[config.mk]
export PLATFORM = sky130hd
export DESIGN_NAME = fit_policy_block_allocator_unit
export DESIGN_NICKNAME = d
export VERILOG_FILES = /design/src/hw/rtl/fpba_pkg.sv /design/src/hw/rtl/fpba_ram.sv /design/src/hw/rtl/fit_policy_block_allocator_unit.sv
export SDC_FILE = /design/constraint.sdc
export NUM_CORES = 1
export LEC_CHECK = 0
export CAP_MARGIN = 15
export CORE_MARGIN = 3
export CORE_UTILIZATION = 57
export CTS_BUF_LIST = sky130_fd_sc_hd__clkbuf_16
export DETAILED_ROUTE_END_ITERATION = 8
export DONT_BUFFER_PORTS = 1
export GPL_TIMING_DRIVEN = 0
export PLACE_DENSITY = 0.83
export SYNTH_ARGS = -nofsm -noshare
export SYNTH_HDL_FRONTEND = slang
export SYNTH_SLANG_ARGS = --single-unit
[constraint.sdc]
create_clock -name clk -period 3.7 [get_ports clk]
set_input_delay 0.925 -clock clk [delete_from_list [all_inputs] [get_ports clk]]
set_output_delay 0.925 -clock clk [all_outputs]
set_load 0.005 [all_outputs]
[src/hw/rtl/fpba_pkg.sv]
package fpba_pkg;

	localparam int NUM_BLOCKS_DEF  = 8;
	localparam int SIZE_WIDTH_DEF  = 16;

	localparam int OP_W      = 2;
	localparam int IDX_IN_W  = 3;
	localparam int SZ_IN_W   = 16;
	localparam int BNUM_W    = 4;
	localparam int POL_W     = 2;
	localparam int BIU_W     = 4;
	localparam int CFG_W     = 4;
	localparam int CFG_IDX_W = 1;

	localparam logic [OP_W-1:0] OP_LOAD    = 2'd0;
	localparam logic [OP_W-1:0] OP_REQ     = 2'd1;
	localparam logic [OP_W-1:0] OP_RESTORE = 2'd2;

	localparam logic [POL_W-1:0] POL_FIRST = 2'd0;
	localparam logic [POL_W-1:0] POL_BEST  = 2'd1;
	localparam logic [POL_W-1:0] POL_WORST = 2'd2;

	localparam logic [CFG_IDX_W-1:0] CFG_POLICY = 1'd0;
	localparam logic [CFG_IDX_W-1:0] CFG_BIU    = 1'd1;

	localparam logic [BIU_W-1:0] BIU_RST = 4'd8;

endpackage

[src/hw/rtl/fpba_ram.sv]
module fpba_ram #(
	parameter int WIDTH = 16,
	parameter int DEPTH = 8,
	localparam int AW = (DEPTH > 1) ? $clog2(DEPTH) : 1
) (
	input  logic             clk,
	input  logic             we,
	input  logic [AW-1:0]    waddr,
	input  logic [WIDTH-1:0] wdata,
	input  logic             re,
	input  logic [AW-1:0]    raddr,
	output logic [WIDTH-1:0] rdata
);

	logic [WIDTH-1:0] mem_q [DEPTH];
	logic [WIDTH-1:0] rdata_q;

	always_ff @(posedge clk) begin
		if (we) begin
			mem_q[waddr] <= wdata;
		end
		if (re) begin
			rdata_q <= mem_q[raddr];
		end
	end

	assign rdata = rdata_q;

endmodule

[src/hw/rtl/fit_policy_block_allocator_unit.sv]
// Block allocator with first, best and worst fit placement. Pulse start while busy is low to
// hand in one item; its single result appears for exactly one cycle with done high, and the
// receiver cannot stall it. A load or an unused op is answered by done right after the
// accepting edge, and busy never rises. In a request, L being blocks_in_use saturated to
// NUM_BLOCKS, the remaining-size memory is read one block per cycle for its first L blocks,
// one shared comparator judges each block, and a finish state writes the chosen block back.
// A restore copies the initial sizes one block per cycle through the same memory write port.
// The user must write configuration through cfg_we/cfg_index/cfg_data only while idle; the
// block itself does not enforce this.
module fit_policy_block_allocator_unit #(
	parameter int NUM_BLOCKS = fpba_pkg::NUM_BLOCKS_DEF,
	parameter int SIZE_WIDTH = fpba_pkg::SIZE_WIDTH_DEF
) (
	input  logic                           clk,
	input  logic                           arst_n,
	input  logic                           start,
	output logic                           busy,
	input  logic [fpba_pkg::OP_W-1:0]      op,
	input  logic [fpba_pkg::IDX_IN_W-1:0]  block_index,
	input  logic [fpba_pkg::SZ_IN_W-1:0]   size,
	input  logic                           cfg_we,
	input  logic [fpba_pkg::CFG_IDX_W-1:0] cfg_index,
	input  logic [fpba_pkg::CFG_W-1:0]     cfg_data,
	output logic                           done,
	output logic                           granted,
	output logic [fpba_pkg::BNUM_W-1:0]    block_number,
	output logic [fpba_pkg::SZ_IN_W-1:0]   remaining_after
);

	localparam int IDX_W = (NUM_BLOCKS > 1) ? $clog2(NUM_BLOCKS) : 1;
	localparam int CNT_W = $clog2(NUM_BLOCKS + 1);

	localparam logic [1:0] ST_IDLE = 2'd0;
	localparam logic [1:0] ST_SCAN = 2'd1;
	localparam logic [1:0] ST_FIN  = 2'd2;
	localparam logic [1:0] ST_COPY = 2'd3;

	logic [1:0]                      state_q;
	logic [fpba_pkg::POL_W-1:0]      policy_q;
	logic [fpba_pkg::BIU_W-1:0]      blocks_in_use_q;
	logic [SIZE_WIDTH-1:0]           req_q;
	logic [CNT_W-1:0]                lim_q;
	logic [CNT_W-1:0]                cnt_q;
	logic                            vld_s1;
	logic [IDX_W-1:0]                idx_s1;
	logic                            found_q;
	logic [IDX_W-1:0]                pick_q;
	logic [SIZE_WIDTH-1:0]           best_q;
	logic [NUM_BLOCKS-1:0]           rem_vld_q;
	logic [NUM_BLOCKS-1:0]           init_vld_q;
	logic                            done_q;
	logic                            granted_q;
	logic [fpba_pkg::BNUM_W-1:0]     bnum_q;
	logic [fpba_pkg::SZ_IN_W-1:0]    left_q;

	logic                  accept;
	logic [SIZE_WIDTH-1:0] size_trunc;
	logic                  load_ok;
	logic [IDX_W-1:0]      load_addr;
	logic [CNT_W-1:0]      lim_nxt;
	logic                  issue;
	logic [IDX_W-1:0]      rd_addr;
	logic [SIZE_WIDTH-1:0] rem_rd;
	logic [SIZE_WIDTH-1:0] init_rd;
	logic [SIZE_WIDTH-1:0] cur_r;
	logic                  fits;
	logic                  better;
	logic                  take;
	logic [SIZE_WIDTH-1:0] diff;
	logic                  rem_we;
	logic [IDX_W-1:0]      rem_waddr;
	logic [SIZE_WIDTH-1:0] rem_wdata;

	assign accept     = start && !busy;
	assign size_trunc = SIZE_WIDTH'(size);
	assign load_ok    = accept && (op == fpba_pkg::OP_LOAD) && (32'(block_index) < NUM_BLOCKS);
	assign load_addr  = IDX_W'(block_index);
	assign lim_nxt    = (32'(blocks_in_use_q) > NUM_BLOCKS) ? CNT_W'(NUM_BLOCKS)
	                                                         : CNT_W'(blocks_in_use_q);
	assign issue      = ((state_q == ST_SCAN) || (state_q == ST_COPY)) && (cnt_q != lim_q);
	assign rd_addr    = cnt_q[IDX_W-1:0];

	// entries never loaded read as zero
	assign cur_r = rem_vld_q[idx_s1] ? rem_rd : '0;
	assign fits  = cur_r >= req_q;

	always_comb begin
		unique case (policy_q)
			fpba_pkg::POL_BEST:  better = cur_r < best_q;
			fpba_pkg::POL_WORST: better = cur_r > best_q;
			default:             better = 1'b0;
		endcase
	end

	assign take = vld_s1 && (state_q == ST_SCAN) && fits && (!found_q || better);
	assign diff = best_q - req_q;

	always_comb begin
		rem_we    = 1'b0;
		rem_waddr = load_addr;
		rem_wdata = size_trunc;
		priority if (load_ok) begin
			rem_we = 1'b1;
		end else if ((state_q == ST_FIN) && found_q) begin
			rem_we    = 1'b1;
			rem_waddr = pick_q;
			rem_wdata = diff;
		end else if ((state_q == ST_COPY) && vld_s1) begin
			rem_we    = 1'b1;
			rem_waddr = idx_s1;
			rem_wdata = init_rd;
		end
	end

	fpba_ram #(
		.WIDTH (SIZE_WIDTH),
		.DEPTH (NUM_BLOCKS)
	) u_rem_ram (
		.clk   (clk),
		.we    (rem_we),
		.waddr (rem_waddr),
		.wdata (rem_wdata),
		.re    (issue && (state_q == ST_SCAN)),
		.raddr (rd_addr),
		.rdata (rem_rd)
	);

	fpba_ram #(
		.WIDTH (SIZE_WIDTH),
		.DEPTH (NUM_BLOCKS)
	) u_init_ram (
		.clk   (clk),
		.we    (load_ok),
		.waddr (load_addr),
		.wdata (size_trunc),
		.re    (issue && (state_q == ST_COPY)),
		.raddr (rd_addr),
		.rdata (init_rd)
	);

	always_ff @(posedge clk or negedge arst_n) begin
		if (!arst_n) begin
			state_q         <= ST_IDLE;
			policy_q        <= fpba_pkg::POL_FIRST;
			blocks_in_use_q <= fpba_pkg::BIU_RST;
			req_q           <= '0;
			lim_q           <= '0;
			cnt_q           <= '0;
			vld_s1          <= 1'b0;
			idx_s1          <= '0;
			found_q         <= 1'b0;
			pick_q          <= '0;
			best_q          <= '0;
			rem_vld_q       <= '0;
			init_vld_q      <= '0;
			done_q          <= 1'b0;
			granted_q       <= 1'b0;
			bnum_q          <= '0;
			left_q          <= '0;
		end else begin
			if (cfg_we) begin
				unique case (cfg_index)
					fpba_pkg::CFG_POLICY: policy_q        <= cfg_data[fpba_pkg::POL_W-1:0];
					fpba_pkg::CFG_BIU:    blocks_in_use_q <= cfg_data[fpba_pkg::BIU_W-1:0];
				endcase
			end

			vld_s1 <= issue;
			idx_s1 <= rd_addr;
			if (issue) begin
				cnt_q <= cnt_q + CNT_W'(1);
			end

			if (take) begin
				found_q <= 1'b1;
				pick_q  <= idx_s1;
				best_q  <= cur_r;
			end

			if (load_ok) begin
				rem_vld_q[load_addr]  <= 1'b1;
				init_vld_q[load_addr] <= 1'b1;
			end

			unique case (state_q)
				ST_IDLE: begin
					// load and unused op answer right after the accepting edge
					done_q <= accept && (op != fpba_pkg::OP_REQ) && (op != fpba_pkg::OP_RESTORE);
					if (accept) begin
						granted_q <= 1'b0;
						bnum_q    <= '0;
						left_q    <= '0;
						cnt_q     <= '0;
						found_q   <= 1'b0;
						req_q     <= size_trunc;
						if (op == fpba_pkg::OP_REQ) begin
							lim_q   <= lim_nxt;
							state_q <= ST_SCAN;
						end else if (op == fpba_pkg::OP_RESTORE) begin
							// validity follows the initial table, data follows in the sweep
							lim_q     <= CNT_W'(NUM_BLOCKS);
							rem_vld_q <= init_vld_q;
							state_q   <= ST_COPY;
						end
					end
				end
				ST_SCAN: begin
					done_q <= 1'b0;
					if (!issue && !vld_s1) begin
						state_q <= ST_FIN;
					end
				end
				ST_FIN: begin
					done_q  <= 1'b1;
					state_q <= ST_IDLE;
					if (found_q) begin
						granted_q <= 1'b1;
						bnum_q    <= fpba_pkg::BNUM_W'(pick_q) + fpba_pkg::BNUM_W'(1);
						left_q    <= fpba_pkg::SZ_IN_W'(diff);
					end
				end
				ST_COPY: begin
					done_q <= !issue && !vld_s1;
					if (!issue && !vld_s1) begin
						state_q <= ST_IDLE;
					end
				end
			endcase
		end
	end

	assign busy            = state_q != ST_IDLE;
	assign done            = done_q;
	assign granted         = granted_q;
	assign block_number    = bnum_q;
	assign remaining_after = left_q;

endmodule

== Yosys cells after proc, flatten, opt, wreduce, memory -nomap -nowiden ==
Memory sizes are Yosys's and may differ from the RTL's. A register that Yosys moved wholly into a read port is not among the register bits.
Index checks and enable logic that the tools add are counted.
Widths: inputs -> output; s select.

* $add $sub $neg: 3
* Multipliers: 0
* Div/mod/pow operators: 0
* $lt $le $gt $ge: 7
* Eq/ne operators: 15
* Shift-type cells: 0
* Muxes and demuxes: 49
* Bitwise logic cells: 3
* Reductions and logical operators: 31

{| class="wikitable"
|+ Operators by type and width
! operator !! count
|-
| $mux 16 || 6
|-
| $mux 8 || 5
|-
| $mux 4 || 8
|-
| $pmux 16 s2 || 1
|-
| $ge 16x16->1 || 1
|-
| $gt 16x16->1 || 1
|-
| $lt 16x16->1 || 1
|-
| $or 8x8->8 || 2
|-
| $sub 16x16->16 || 1
|-
| $logic_and 1x1->1 || 14
|-
| $mux 1 || 14
|-
| $mux 2 || 5
|-
| $mux 3 || 3
|-
| $eq 2x2->1 const B || 4
|-
| $lt 3x4->1 const B || 2
|-
| $pmux 2 s4 || 1
|-
| $pmux 4 s2 || 1
|-
| $eq 2x1->1 const B || 3
|-
| $ne 2x1->1 const B || 3
|-
| $ne 2x2->1 const B || 3
|-
| $reduce_and 2->1 || 3
|-
| $reduce_and 3->1 || 2
|-
| $reduce_bool 2->1 || 3
|-
| $add 3x1->4 const B || 1
|-
| other kinds (14) || 20
|}

* Register bits after elaboration: 94
* Latch bits: 0
* Memory bits (writable): 256
* ROM bits: 0
* Input port bits: 30
* Output and inout port bits: 23
* Word-level logic and storage cells: 127
* Memories: 2

{| class="wikitable"
|+ Memories
! memory !! words !! bits a word !! read ports !! clocked after Yosys merged registers in !! write ports !! line !! text
|-
| u_init_ram.mem_q || 8 || 16 || 1 || 1 || 1 || fpba_ram.sv:15 || <nowiki>logic [WIDTH-1:0] mem_q [DEPTH];</nowiki>
|-
| u_rem_ram.mem_q || 8 || 16 || 1 || 1 || 1 || fpba_ram.sv:15 ||
|}

== Longest topological paths before layout ==
* Word-level depth: 10
* Gate-level depth with buffers: 14
* Gate-level depth less buffers: 12

== Modules after synthesis ==
Synthesis repeated with hierarchy kept, for this count alone.

* Cells, all modules: 1104
* Area, all modules: 16799.9 um^2

{| class="wikitable"
|+ Modules (own cells, without submodules)
! module !! instances !! cells an instance !! area an instance (um^2) !! seq. area each (um^2)
|-
| fpba_ram || 2 || 214 || 5454.0 || 4324.1
|-
| fit_policy_block_allocator_unit || 1 || 676 || 5891.9 || 2353.5
|}

== Worst setup path after synthesis ==
No wires, ideal clock.

* Kind: flip-flop to flip-flop
* Start point: register idx_s1[0]
* End point: register best_q[15]
* Setup time: 125 ps
* Arrival time: 3765 ps
* Required time: 3575 ps
* Slack: -190 ps
* Stages on the path, launching flop included: 14
* Path buffers: 2
* Clock period less this slack: 3890 ps
* Cells stage by stage: dfrtp_1 -> mux4_1 -> mux2i_4 -> clkbuf_1 -> nor2b_1 -> ha_1 -> a211oi_1 -> o21bai_1 -> a221oi_1 -> o21a_1 -> a31oi_1 -> a221oi_4 -> buf_12 -> mux2_4

* Word-level cells in the longest chain between the ends: 7
* Elaborated cells between the ends (all ways): 10
* Those cells by class: order compare (3); mux (4); reduce/logical (3)

{| class="wikitable"
|+ Ends and longest elaborated chain
! element !! line !! text
|-
| start, declared || fit_policy_block_allocator_unit.sv:45 || <nowiki>logic [IDX_W-1:0] idx_s1;</nowiki>
|-
| start signal, assigned || fit_policy_block_allocator_unit.sv:169 || <nowiki>idx_s1 <= rd_addr;</nowiki>
|-
| $bmux 1 s3 * || fit_policy_block_allocator_unit.sv:84 || <nowiki>assign cur_r = rem_vld_q[idx_s1] ? rem_rd : '0;</nowiki>
|-
| $mux 1 (implied by the code) * || fit_policy_block_allocator_unit.sv:84 ||
|-
| $mux 16 * || fit_policy_block_allocator_unit.sv:84 ||
|-
| net cur_r[5] || fit_policy_block_allocator_unit.sv:65 || <nowiki>logic [SIZE_WIDTH-1:0] cur_r;</nowiki>
|-
| $gt 16x16->1 or $lt 16x16->1 (tied branches) || fit_policy_block_allocator_unit.sv:90, fit_policy_block_allocator_unit.sv:89 ||
|-
| $pmux 1 s2 || fit_policy_block_allocator_unit.sv:88 || <nowiki>unique case (policy_q)</nowiki>
|-
| $logic_or 1x1->1 || fit_policy_block_allocator_unit.sv:95 || <nowiki>assign take = vld_s1 && (state_q == ST_SCAN) && fits && (!found_q || better);</nowiki>
|-
| $logic_and 1x1->1 * || fit_policy_block_allocator_unit.sv:95 ||
|-
| end signal, assigned || fit_policy_block_allocator_unit.sv:177 || <nowiki>best_q <= cur_r;</nowiki>
|-
| end, declared || fit_policy_block_allocator_unit.sv:48 || <nowiki>logic [SIZE_WIDTH-1:0] best_q;</nowiki>
|}

Mark *: on every way through the listed nets, which the timed path passes. The rest lies on a longest branch. The select of a mux whose other input is x is not followed.
A chain may end at the register's enable or synchronous reset.

== Final worst setup path ==
* Start point: register idx_s1[0]
* End point: register pick_q[2]

* Word-level cells in the longest chain between the ends: 7
* Elaborated cells between the ends (all ways): 10
* Those cells by class: order compare (3); mux (4); reduce/logical (3)

{| class="wikitable"
|+ Ends and longest elaborated chain
! element !! line !! text
|-
| $bmux 1 s3 * || fit_policy_block_allocator_unit.sv:84 ||
|-
| $mux 1 (implied by the code) * || fit_policy_block_allocator_unit.sv:84 ||
|-
| $mux 16 * || fit_policy_block_allocator_unit.sv:84 ||
|-
| net cur_r[12] || fit_policy_block_allocator_unit.sv:65 ||
|-
| $gt 16x16->1 or $lt 16x16->1 (tied branches) || fit_policy_block_allocator_unit.sv:90, fit_policy_block_allocator_unit.sv:89 ||
|-
| $pmux 1 s2 || fit_policy_block_allocator_unit.sv:88 ||
|-
| $logic_or 1x1->1 || fit_policy_block_allocator_unit.sv:95 ||
|-
| $logic_and 1x1->1 * || fit_policy_block_allocator_unit.sv:95 ||
|-
| end signal, assigned || fit_policy_block_allocator_unit.sv:176 || <nowiki>pick_q <= idx_s1;</nowiki>
|-
| end, declared || fit_policy_block_allocator_unit.sv:47 || <nowiki>logic [IDX_W-1:0] pick_q;</nowiki>
|}

Marked as above.

==> impl_metrics.ini <==
[synth]
synthArstFlopShare_pct = 24.6
seq_area_frac_synth_pct = 67.4
synth_top_area_cell = edfxtp_1
yosysMostFrequentCell = edfxtp_1
synth_cell_types = 57
yosysTopAreaCellShare_pct = 53.0
syn_avg_cell_area_um2 = 16.0
syn_nets = 1106
ys_top_cells_by_area = edfxtp_1, dfrtp_1, mux4_2
syn-instance-count = 1023
yosys_register_bits = 382
synthesis.area_um2 = 16300
synth_top_cells_by_count = edfxtp_1, dfrtp_1, nand2_1
ys.flop_type = edfxtp_1
ys_warn_count = 0
synth-edff-count = 288

[hold_path]
hp-class = input port to async pin

[worst_setup_path]
cp-start-kind = register
crit_type = register to register
timing.rr.start = idx_s1[0]
endpoint_kind = register
crit_required_ps = 4110
reg2reg_slack_ps = -220
r2r.worst_path.cells = 16
r2r_end = pick_q[2]
crit_arrival_ps = 4330
path_max_fanout = 5

[route]
antenna_left = 0
dr.pass1.iters = 6
finalWirelength_um = 41400
num_vias = 9811
drt_iter0_markers = 1259
wl_per_cell_um = 27.4
drcViolationCount = 0
viasPerCell = 6.50

[sta]
final-setup-viol-count = 19
worst_slack_ps = -216
fin_crit_sh_pct = 106
fin_skew_ps = 21.7
max_slew_margin_pct = 25.1
hold_violations = 0
fin_crit_ps = 3920
max_freq_mhz = 255
slew_violations = 0
worst_pin_slew_ps = 1120
whs_ps = 86.5
rsz0062_at_grt = yes

[clock_network]
ctsHoldBuffers = 0
cts_root_buf = clkbuf_16
clk_pin_slew_ps = 60
cts_tree = yes
htree_levels = 2
clock_latency_ps = 530
cts_buffers = 39
clock_sinks = 382
cts_buffer_depth = 3

[global_route]
grt_pass1_vias = 10265
grt_max_degree = 95
grt_overflow = 0
antenna_found_initial = 0
grt_pass1_wl_um = 62500
grt_usage_pct = 27.5

[placement]
dpl.hpwl_um = 27300
io_buffer_count = 0
gp_congestion = 0.871

[status]
failed_checks = negative setup slack
status = finished, violations left

[floorplanning]
fp.dieH_um = 175
pin_count = 53
die-area_um2 = 30700
core.rowCount = 61
core_um2 = 28000
die_w_um = 175
start_util_pct = 58.3

[pwr]
ir_worst_vdd_mv = 0.500
power.total_mw = 17.8
leakagePower_nw = 7.06
power_per_cell_area_nw_per_um2 = 941

[final_layout]
antenna_cells = 0
drive_gt1_share_pct = 25.2
nets = 1184
syn_to_final_growth_pct = 15.9
num-fill-cells = 1719

[run]
cap_violations = 0
## logic make-up (layout without fill, tap and decap cells)
kind of cell | Yosys count | after routing | synth area share, %
fa+ha+maj | 53 | 53 | 4.11
compound gates | 138 | 138 | 5.72
xor+xnor | 19 | 19 | 1.02
buf+inv | 83 | 192 | 2.01
mux | 126 | 126 | 13.5
simple gates | 222 | 222 | 6.21
flops | 382 | 382 | 67.4
## how the worst max path moves through the flow
stage,startpoint,endpoint,slack [ps],cells after the start
finish,idx_s1[0],pick_q[2],-220,16
global route,idx_s1[0],pick_q[2],-330,15
CTS,idx_s1[0],best_q[1],-170,15
detailed placement,idx_s1[0],best_q[6],-940,13
global placement,state_q[1],u_rem_ram.mem_q[7][0],-1050,9
floorplan,idx_s1[0],best_q[15],10,13
## flip-flops by register name (all words and copies together), names as in the netlist, 4 cells and up
name / count
remaining_after: 16
best_q: 16
cnt_q: 4
rem_vld_q: 8
u_init_ram.rdata: 16
blocks_in_use_q: 4
init_vld_q: 8
req_q: 16
u_rem_ram.mem_q: 128
block_number: 4
lim_q: 4
u_init_ram.mem_q: 128
u_rem_ram.rdata: 16
## what timing repair did
item                       in CTS  in global routing
setup buffers                  16                  2
cloned                          1                  1
hold endpoints to repair        0                  0
setup endpoints to repair      19                 58
pin swaps                       4                  2
gates resized for setup        54                 13
## metrics by stage
step / TNS (ps) / setup slack [ps] / instances / cell area [um^2] / utilization [%]
finish: -3290 / -216 / 1510 / 18900 / 67.5
global route: -5550 / -327 / 1510 / 18900 / 67.5
CTS: -2240 / -167 / 1508 / 18800 / 67.2
detailed placement: -16430 / -941 / 1419 / 17100 / 61.0
global placement: -106050 / -1050 / 1401 / 16800 / 60.0
floorplan: 0 / 11.6 / 1023 / 16300 / -
## where the power goes
group / total [mW] / switching (mW) / internal (mW) / leakage [nW]
combinational: 7.41 / 4.06 / 3.35 / 2.59
clock: 4.02 / 1.63 / 2.39 / 0.654
sequential: 6.36 / 0.558 / 5.80 / 3.82
## layout by cell type, fill, tap and decap left out, types with 11 or more instances in the layout
cell and count:
ha_1 45, xor2_1 11, buf_8 12, mux2_2 37, inv_1 52, buf_4 12, o21ai_0 41, edfxtp_1 288
a21o_1 17, clkbuf_16 42, mux4_2 66, mux2_4 18, dfrtp_1 92, nand2_1 91, nor2_1 44, a21oi_1 23
clkbuf_1 29
## cell type report
class                      instances  area [um^2]  area share (%)
sequential                       382        11000            58.2
multi-input combinational        558         5310            28.1
clock buffer                      40         1000            5.29
tap                              378          473            2.50
timing repair buffer              37          458            2.42
clock inverter                    32          314            1.66
buffer                            38          179           0.946
inverter                          45          169           0.893
## layer usage
| layer | track usage, % | wire (um) | vias up |
|---|---|---|---|
| li1 | - | - | 4061 |
| met1 | 35.7 | 14600 | 4938 |
| met2 | 43.2 | 19800 | 656 |
| met3 | 7.02 | 4510 | 156 |
| met4 | 14.4 | 2450 | 0 |
| met5 | 0 | 0 | - |
## worst max-delay path, stage by stage (launching register included)
cell       delay (ps)
dfrtp_2           460
mux4_2            570
mux2i_4           190
buf_12            150
buf_6             100
clkbuf_16         140
nor2b_2            70
ha_1              330
nand2_2           100
nor4_4            370
o211ai_2          180
nand2_1            90
o211ai_1          120
a221oi_4          280
buf_6             180
clkbuf_16         160
mux2_4            290
No activity file was read; power rests on OpenSTA's default activity.
